<file path="src/rtl/core/ft12fs_pkg.sv">
// ----------------------------------------------------------------------------
// ft12fs_pkg
// Shared types and constants of the FT1.2 frame splitter.
// ----------------------------------------------------------------------------
package ft12fs_pkg;

	// frame marker bytes
	localparam logic [7:0] START_FIXED = 8'h10;
	localparam logic [7:0] START_VAR   = 8'h68;
	localparam logic [7:0] END_BYTE    = 8'h16;
	// position of the access demand bit in the control byte
	localparam int ACD_POS = 5;

	// most result bytes one received byte can release
	localparam int RES_MAX  = 5;
	localparam int CNT_W    = $clog2(RES_MAX + 1);
	// remaining body bytes: 16-bit length plus two
	localparam int LEFT_W   = 17;
	// search window
	localparam int WIN_D    = 4;
	localparam int FILL_W   = $clog2(WIN_D + 2);

	// one result byte with its flags
	typedef struct packed {
		logic [7:0] data;
		logic       kind;
		logic       first;
		logic       last;
		logic       tok;
		logic       acd;
	} ft12fs_res_t;

	// results released by one received byte
	typedef struct packed {
		logic [CNT_W-1:0]                count;
		ft12fs_res_t [RES_MAX-1:0]       res;
	} ft12fs_burst_t;

	// status of the result buffer
	typedef struct packed {
		logic             valid;
		logic             can_load;
		logic [CNT_W-1:0] count;
	} ft12fs_buf_st_t;

endpackage

</file>
<file path="src/rtl/core/ft12fs_parser.sv">
// ----------------------------------------------------------------------------
// ft12fs_parser
// Frame search and body pass-through: holds the link state and works out
// the results released by one received byte.
// ----------------------------------------------------------------------------
module ft12fs_parser (
	input  logic                     clk,
	input  logic                     arst_n,
	input  logic                     step,
	input  logic [7:0]               rx_s1,
	output ft12fs_pkg::ft12fs_burst_t burst,
	output logic                     in_body
);
	import ft12fs_pkg::*;

	logic                          in_body_q;
	logic [WIN_D-1:0][7:0]         win_q;
	logic [FILL_W-1:0]             fill_q;
	logic [LEFT_W-1:0]             left_q;
	logic                          ctrl_q;
	logic                          demand_q;

	logic [RES_MAX-1:0][7:0]       buf_v;
	logic [RES_MAX-1:0][7:0]       shifted;
	logic [FILL_W-1:0]             len;
	logic [RES_MAX-1:0]            stop;
	logic                          found;
	logic [2:0]                    sel;
	logic [FILL_W-1:0]             r_sel;
	logic                          emit_fixed;
	logic                          emit_var;
	logic                          demand_new;
	logic                          body_last;
	logic                          body_tok;
	logic [FILL_W-1:0]             fill_d;
	logic [LEFT_W-1:0]             left_hdr;

	assign in_body = in_body_q;

	// candidate bytes: held window followed by the new byte
	always_comb begin
		for (int i = 0; i < RES_MAX; i++) begin
			if (i < WIN_D && FILL_W'(i) < fill_q) begin
				buf_v[i] = win_q[i];
			end else begin
				buf_v[i] = rx_s1;
			end
		end
		len = fill_q + FILL_W'(1);
	end

	// positions at which the search stops: a start byte still waiting for
	// more bytes or one whose frame checks out
	always_comb begin
		for (int p = 0; p < RES_MAX; p++) begin
			logic [FILL_W-1:0] r;
			r = len - FILL_W'(p);
			stop[p] = 1'b0;
			if (FILL_W'(p) < len) begin
				if (buf_v[p] == START_FIXED) begin
					stop[p] = (r < FILL_W'(5)) || (buf_v[RES_MAX-1] == END_BYTE);
				end else if (buf_v[p] == START_VAR) begin
					stop[p] = (r < FILL_W'(4)) ||
						(buf_v[(p < 2) ? p + 3 : RES_MAX-1] == START_VAR);
				end
			end
		end
	end

	// first stop position and what it means
	always_comb begin
		found = 1'b0;
		sel   = '0;
		for (int p = 0; p < RES_MAX; p++) begin
			if (!found && stop[p]) begin
				found = 1'b1;
				sel   = 3'(p);
			end
		end
		r_sel      = len - FILL_W'(sel);
		shifted    = buf_v >> {sel, 3'b000};
		emit_fixed = found && (buf_v[sel] == START_FIXED) && (r_sel >= FILL_W'(5));
		emit_var   = found && (buf_v[sel] == START_VAR) && (r_sel >= FILL_W'(4));
		fill_d     = (found && !emit_fixed && !emit_var) ? r_sel : '0;
		left_hdr   = LEFT_W'({shifted[2], shifted[1]}) + LEFT_W'(2);
	end

	// body byte flags
	assign demand_new = ctrl_q ? rx_s1[ACD_POS] : demand_q;
	assign body_last  = (left_q <= LEFT_W'(1));
	assign body_tok   = (rx_s1 == END_BYTE);

	// results of this byte
	always_comb begin
		burst.count = '0;
		for (int i = 0; i < RES_MAX; i++) begin
			burst.res[i] = '{data: buf_v[i], kind: 1'b0, first: 1'b0,
				last: 1'b0, tok: 1'b0, acd: 1'b0};
		end
		if (in_body_q) begin
			burst.count = CNT_W'(1);
			burst.res[0] = '{data: rx_s1, kind: 1'b1, first: 1'b0,
				last: body_last, tok: body_last && body_tok,
				acd: body_last && body_tok && demand_new};
		end else if (emit_fixed) begin
			burst.count = CNT_W'(RES_MAX);
			for (int i = 0; i < RES_MAX; i++) begin
				burst.res[i].data  = buf_v[i];
				burst.res[i].first = (i == 0);
				burst.res[i].last  = (i == RES_MAX - 1);
				burst.res[i].tok   = (i == RES_MAX - 1);
				burst.res[i].acd   = (i == RES_MAX - 1) && buf_v[1][ACD_POS];
			end
		end else if (emit_var) begin
			burst.count = CNT_W'(4);
			for (int i = 0; i < 4; i++) begin
				burst.res[i].data  = shifted[i];
				burst.res[i].kind  = 1'b1;
				burst.res[i].first = (i == 0);
			end
		end
	end

	// link state
	always_ff @(posedge clk or negedge arst_n) begin
		if (!arst_n) begin
			in_body_q <= 1'b0;
			fill_q    <= '0;
			left_q    <= '0;
			ctrl_q    <= 1'b0;
			demand_q  <= 1'b0;
		end else if (step) begin
			if (in_body_q) begin
				ctrl_q <= 1'b0;
				if (body_last) begin
					in_body_q <= 1'b0;
					left_q    <= '0;
					fill_q    <= '0;
					demand_q  <= 1'b0;
				end else begin
					left_q   <= left_q - LEFT_W'(1);
					demand_q <= demand_new;
				end
			end else begin
				fill_q <= fill_d;
				if (emit_var) begin
					in_body_q <= 1'b1;
					left_q    <= left_hdr;
					ctrl_q    <= 1'b1;
					demand_q  <= 1'b0;
				end
			end
		end
	end

	// search window contents
	always_ff @(posedge clk) begin
		if (step && !in_body_q) begin
			for (int k = 0; k < WIN_D; k++) begin
				win_q[k] <= shifted[k];
			end
		end
	end

endmodule

</file>
<file path="src/rtl/core/ft12fs_burst.sv">
// ----------------------------------------------------------------------------
// ft12fs_burst
// Result buffer: takes the results of one byte at once and hands them out
// one per cycle from its front entry while out_stall is low.
// ----------------------------------------------------------------------------
module ft12fs_burst (
	input  logic                      clk,
	input  logic                      arst_n,
	input  logic                      load,
	input  ft12fs_pkg::ft12fs_burst_t  burst,
	input  logic                      out_stall,
	output ft12fs_pkg::ft12fs_res_t    head,
	output ft12fs_pkg::ft12fs_buf_st_t st
);
	import ft12fs_pkg::*;

	ft12fs_res_t [RES_MAX-1:0] ent_q;
	logic [CNT_W-1:0]          count_q;
	logic                      drain;

	assign drain       = (count_q != '0) && !out_stall;
	assign st.valid    = (count_q != '0);
	assign st.can_load = (count_q == '0) || ((count_q == CNT_W'(1)) && !out_stall);
	assign st.count    = count_q;
	assign head        = ent_q[0];

	// fill level
	always_ff @(posedge clk or negedge arst_n) begin
		if (!arst_n) begin
			count_q <= '0;
		end else if (load) begin
			count_q <= burst.count;
		end else if (drain) begin
			count_q <= count_q - CNT_W'(1);
		end
	end

	// entries shift toward the front as they are taken
	always_ff @(posedge clk) begin
		if (load) begin
			ent_q <= burst.res;
		end else if (drain) begin
			for (int i = 0; i < RES_MAX - 1; i++) begin
				ent_q[i] <= ent_q[i + 1];
			end
		end
	end

endmodule

</file>
<file path="src/rtl/core/ft12_frame_splitter.sv">
// ----------------------------------------------------------------------------
// ft12_frame_splitter
// Cuts a received FT1.2 byte stream into fixed and variable-length frames.
// Input rx_valid/rx_stall/rx_byte takes one byte per request; output
// frame_valid/frame_stall carries one frame byte with its flags per request.
// A byte goes into an input register, is parsed once the buffer can take its
// results (none, one, four or five) and these land in a five-entry result
// buffer that drains one per cycle while frame_stall is low. Body bytes of a
// variable frame flow at one byte per cycle while the receiver does not stall.
// A complete fixed frame or a variable header loads five or four results; the
// input register then holds its next byte and rx_stall is high until the
// buffer is down to its last entry and that one is taken. If the receiver
// stalls, the front result holds and rx_stall rises once the input register
// is occupied. Reset clears search and body state and empties the buffer; no
// frame is in progress afterwards.
// ----------------------------------------------------------------------------
module ft12_frame_splitter (
	input  logic       clk,
	input  logic       arst_n,
	input  logic       rx_valid,
	output logic       rx_stall,
	input  logic [7:0] rx_byte,
	output logic       frame_valid,
	input  logic       frame_stall,
	output logic [7:0] frame_byte,
	output logic       frame_kind,
	output logic       first_of_frame,
	output logic       last_of_frame,
	output logic       tail_ok,
	output logic       access_demand
);
	import ft12fs_pkg::*;

	logic [7:0]     rx_s1;
	logic           valid_s1;
	logic           step;
	logic           in_body;
	ft12fs_burst_t  burst;
	ft12fs_res_t    head;
	ft12fs_buf_st_t buf_st;

	// parse when the buffer can take this byte's results
	assign step     = valid_s1 && buf_st.can_load;
	assign rx_stall = valid_s1 && !buf_st.can_load;

	// input register
	always_ff @(posedge clk or negedge arst_n) begin
		if (!arst_n) begin
			valid_s1 <= 1'b0;
		end else if (rx_valid && !rx_stall) begin
			valid_s1 <= 1'b1;
		end else if (step) begin
			valid_s1 <= 1'b0;
		end
	end

	always_ff @(posedge clk) begin
		if (rx_valid && !rx_stall) begin
			rx_s1 <= rx_byte;
		end
	end

	ft12fs_parser u_parser (
		.clk     (clk),
		.arst_n  (arst_n),
		.step    (step),
		.rx_s1   (rx_s1),
		.burst   (burst),
		.in_body (in_body)
	);

	ft12fs_burst u_burst (
		.clk       (clk),
		.arst_n    (arst_n),
		.load      (step),
		.burst     (burst),
		.out_stall (frame_stall),
		.head      (head),
		.st        (buf_st)
	);

	assign frame_valid    = buf_st.valid;
	assign frame_byte     = head.data;
	assign frame_kind     = head.kind;
	assign first_of_frame = head.first;
	assign last_of_frame  = head.last;
	assign tail_ok        = head.tok;
	assign access_demand  = head.acd;

	// buffer never holds more than one byte's results
	assert property (@(posedge clk) disable iff (!arst_n)
		buf_st.count <= CNT_W'(RES_MAX))
		else $error("result buffer overfilled");

	// a body byte always yields a result in the next cycle
	assert property (@(posedge clk) disable iff (!arst_n)
		step && in_body |=> frame_valid)
		else $error("body byte lost");

	// access demand only on a good closing byte
	assert property (@(posedge clk) disable iff (!arst_n)
		frame_valid && access_demand |-> tail_ok && last_of_frame)
		else $error("access demand off the good last byte");

	// a frame start is never also its end
	assert property (@(posedge clk) disable iff (!arst_n)
		frame_valid && first_of_frame |-> !last_of_frame)
		else $error("frame starts and ends on one byte");

endmodule

</file>
<file path="config.mk">
export PLATFORM = sky130hd
export DESIGN_NAME = ft12_frame_splitter
export DESIGN_NICKNAME = d
export VERILOG_FILES = /design/src/rtl/core/ft12fs_pkg.sv /design/src/rtl/core/ft12fs_parser.sv /design/src/rtl/core/ft12fs_burst.sv /design/src/rtl/core/ft12_frame_splitter.sv
export SDC_FILE = /design/constraint.sdc
export NUM_CORES = 1
export LEC_CHECK = 0
export BUFFER_PORTS_ARGS = -buffer_cell sky130_fd_sc_hd__buf_2
export CORE_ASPECT_RATIO = 0.8
export CORE_MARGIN = 2
export CORE_UTILIZATION = 55
export CTS_CLUSTER_SIZE = 30
export DETAILED_ROUTE_END_ITERATION = 10
export PLACE_DENSITY = 0.72
export SYNTH_ARGS = -nofsm -noshare
export SYNTH_HDL_FRONTEND = slang
export SYNTH_HIERARCHICAL = 1
export SYNTH_SLANG_ARGS = --single-unit
</file>
<file path="constraint.sdc">
create_clock -name clk -period 10.71 [get_ports clk]
set_input_delay 2.142 -clock clk [delete_from_list [all_inputs] [get_ports clk]]
set_output_delay 2.142 -clock clk [all_outputs]
set_load 0.05 [all_outputs]
</file>
==> impl_summary.md <==
CTS
At the later pin of the worst-skew pair, clock insertion delay measures 430 ps. The count of hold-fix buffers inserted at cts is 0. Post-CTS repair changed the size of 0 cells. The count of clock tree sinks is 132.

The tree is rooted in a sky130_fd_sc_hd__clkbuf_16. The clock passes through at most 2 buffers. After clock tree synthesis, the setup repair step added 0 buffers. The H-tree depth is 4. The TritonCTS clock tree is done. After clock tree synthesis, the clock-pin slew on the worst setup and hold paths is 70 ps. The number of clock buffers inserted by TritonCTS is 17.

Global routing
The via count of the first global-routing pass is 6600. The number of antenna violations at the first check in global routing was 1. The remaining global-route overflow is 0. The global-route wire length before repair is 39.6 mm.

In the global route stage, overall resource usage came out at 0.326. The largest net degree at the start of global routing is 73.

Place
The half-perimeter wire length after detailed placement is 18.4 mm. The worst slack after detailed placement is 4780 ps. At the end of routability-driven placement, the weighted congestion stood at 1.00. The count of input and output buffers is 26.

Worst setup path
The critical path capture point type is a flip-flop. For the worst setup path, the data arrival time is 6290 ps. The number of cells on the worst reg-to-reg path is 16. The setup slack on the worst flop-to-flop path is 4600 ps. The critical path is of the flip-flop to flip-flop type. The destination of the worst register-to-register timing path is u_burst/ent_q[51]. The worst register-to-register path begins at u_parser/fill_q[0]. The origin of the worst setup path is u_parser/fill_q[0].

The worst setup path is launched from a flip-flop. The biggest fanout along the worst timing path is 37. Data on the critical path is required at its endpoint by 10890 ps.

Finish
The layout has 1257 filler cells. The share of cells above drive strength 1 is 0.196. Summing all multi-input logic gate instances after layout gives 4160 um^2.

The top cell types in the final layout, fill and taps aside, are 105 x sky130_fd_sc_hd__edfxtp_1, 105 x sky130_fd_sc_hd__nand2_1, 59 x sky130_fd_sc_hd__mux2_2. The sequential cells in the finished layout cover a total of 3830 um^2. The repair_antennas step left the layout with diodes totalling 0. The number of nets in the layout is 863.

The area growth from synthesis to final layout is 7.47%.

Drt
Summing over every cut layer, the via total after detailed routing is 6883. The count of unresolved DRC violations after routing is 0. After detailed routing, the average wire length per cell comes to 24.6 um. For this block, the routed nets add up to 26.0 mm of wire. The violation count after the first detailed-routing iteration is 930. The count of antenna-violating nets left after detailed routing is 0. The post-detailed-route via-to-cell ratio is 6.50.

The number of iterations in the first detailed-routing pass is 6.

Timing
At the pin with the least slew margin, the transition time is 1140 ps. The final clock skew is 10.1 ps. The number of hold violations in the final report is 0.

After routing, the total negative slack on setup checks comes to 0 ps. Setup repair after global routing left no endpoint under its margin. The clock period could shrink to 6110 ps. The count of final max-slew check failures is 0.

In the finished design, the share of the clock period the worst path needs comes to 0.571. The normalized max-slew margin is 0.241. The final setup violation count is 0. The smallest setup slack after layout is 4600 ps. The timing-limited maximum frequency is 164 MHz.

Logic synthesis
By area the synthesized netlist is led by sky130_fd_sc_hd__edfxtp_1 37%, sky130_fd_sc_hd__dfrtp_1 7.9%, sky130_fd_sc_hd__mux2_2 7.7%, sky130_fd_sc_hd__nand2_1 4.6%, sky130_fd_sc_hd__mux2i_1 4.1%. In this run the cell area of the synthesized design comes to 8600 um^2. Of the post-synthesis cell area, the dominant cell type holds 0.366. For this run, asynchronously set or reset flops after synthesis account for 0.205. Yosys mapped the design onto 87 distinct sky130hd cell types. Yosys printed 6 warnings. The number of synthesized flops with an enable pin is 105. Of all cell types, the one taking the most synthesized area is sky130_fd_sc_hd__edfxtp_1. The count of state elements after synthesis is 132.

For this run, the register share of the synthesized area comes to 0.445. For this run, the leading register cell type out of synthesis is sky130_fd_sc_hd__edfxtp_1. The average instance in the mapped netlist occupies 10.1 um^2.

Counting every instance in the synthesized netlist gives 849.

Power
Of the total power, registers draw 0.406. The net switching power is 0.000888 W. The clock network fraction of design power is 0.256. The internal power contribution is 0.00150 W. The share of total power dissipated in combinational logic is 0.338.

Of the total power, the share spent switching nets is 0.372. The leakage power summed over all cells is 3.48 nW. The peak supply drop is 0.000318 V. The power density over the cells is 258 nW/um^2.

Die
The floorplan step defined a die boundary enclosing 16700 um^2. The initial utilization of the core area, before any placement, comes to 0.567. The y dimension of the die is 116 um.

The cell row count is 40. The core area is 15200 um^2. The I/O pin count is 27. The floorplan die width is 144 um.

Min path
The tightest min-delay check is of the flip-flop to flip-flop type. The worst hold path depth is 2. The hold path startpoint is u_parser/left_q[6]. The path with the worst hold slack has its endpoint at u_parser/left_q[6].

Flow run
The reported max-cap violation count is 0.

Outcome
The flow ran to the end, and the final reports show no timing, DRC or antenna violations.
==> cell type report <==
class / count / share of cell area
inverter: 35 / 0.0142
multi-input combinational: 608 / 0.450
sequential: 132 / 0.414
clock buffer: 17 / 0.0460
clock inverter: 15 / 0.0204
tap: 210 / 0.0284
timing repair buffer: 42 / 0.0271
==> state kept, by name, indices dropped and copies added, names as in the netlist <==
signal	cells
u_parser/ctrl_q	1
u_parser/in_body	1
valid_s1	1
u_parser/fill_q	3
u_parser/demand_q	1
u_burst/head	13
u_parser/left_q	17
u_burst/ent_q	52
u_burst/count_q	3
rx_s1	8
u_parser/win_q	32
==> through the flow <==
step / hold slack, ps / std cells / cell area, um^2 / total power [W] / util
6_report: 504 / 1059 / 9250 / 0.00239 / 0.610
5_1_grt: 550 / 1059 / 9250 / 0.00248 / 0.610
4_1_cts: 504 / 1059 / 9250 / 0.00239 / 0.610
3_5_place_dp: 489 / 1027 / 8630 / 0.00177 / 0.569
3_3_place_gp: 469 / 1027 / 8630 / 0.00175 / 0.569
2_1_floorplan: 449 / 863 / 8660 / 0.00158 / -
==> kinds of logic after synthesis <==
group | share of synthesized area
muxes | 0.125
buffers and inverters | 0.0784
and+or+nand+nor | 0.158
AOI/OAI and AO/OA | 0.154
adders and majority gates | 0.0227
xor gates and xnor gates | 0.0161
DFF | 0.445
other | 0.000436
==> worst max-delay path, stage by stage, from the launching register on <==
cell and delay [ps]:
sky130_fd_sc_hd__dfrtp_1 570, sky130_fd_sc_hd__ha_1 360, sky130_fd_sc_hd__xnor2_2 460, sky130_fd_sc_hd__ha_1 270, sky130_fd_sc_hd__o221ai_1 150, sky130_fd_sc_hd__and3_1 240
sky130_fd_sc_hd__o21ai_1 720, sky130_fd_sc_hd__o21ai_2 190, sky130_fd_sc_hd__nand2_2 310, sky130_fd_sc_hd__clkinv_1 320, sky130_fd_sc_hd__ha_1 290, sky130_fd_sc_hd__fa_1 460
sky130_fd_sc_hd__mux2_2 330, sky130_fd_sc_hd__nor3_4 110, sky130_fd_sc_hd__buf_4 380, sky130_fd_sc_hd__mux2_2 380, sky130_fd_sc_hd__mux2_2 270
==> worst max path at each step <==
stage                           to  slack, ps  depth (start not counted)
2_1_floorplan  u_parser/left_q[11]       5290                          9
3_3_place_gp     u_burst/ent_q[48]       4910                         16
3_5_place_dp     u_burst/ent_q[51]       4780                         16
4_1_cts          u_burst/ent_q[51]       4730                         16
5_1_grt          u_burst/ent_q[51]       4290                         16
6_report         u_burst/ent_q[51]       4600                         16
==> Yosys cell counts, drive strengths merged, types with 8 or more instances <==
| master | instances |
|---|---|
| a211oi | 11 |
| a21oi | 48 |
| a31oi | 9 |
| buf | 64 |
| clkbuf | 24 |
| dfrtp | 27 |
| edfxtp | 105 |
| ha | 14 |
| inv | 34 |
| mux2 | 63 |
| mux2i | 35 |
| nand2 | 106 |
| nand2b | 9 |
| nand3 | 18 |
| nor2 | 55 |
| nor3 | 18 |
| nor4 | 14 |
| o21ai | 54 |
| or3 | 8 |
| xnor2 | 12 |
==> metal layers <==
metal / vias up / part of all wire / GRT usage
li1: 3061 / - / -
met1: 3309 / 0.42 / 0.455
met2: 423 / 0.43 / 0.471
met3: 90 / 0.11 / 0.0880
met4: 0 / 0.046 / 0.162
met5: - / 0 / 0
==> power by group through the flow <==
stage / sequential, W / combinational (W) / clock [W]
after floorplan: 0.000922 / 0.000662 / 0
after global placement: 0.000968 / 0.000779 / 0
after detailed placement: 0.000974 / 0.000799 / 0
after CTS: 0.000966 / 0.000804 / 0.000619
after global routing: 0.000986 / 0.000861 / 0.000638
final: 0.000970 / 0.000806 / 0.000612
No activity file was read; power rests on OpenSTA's default activity.
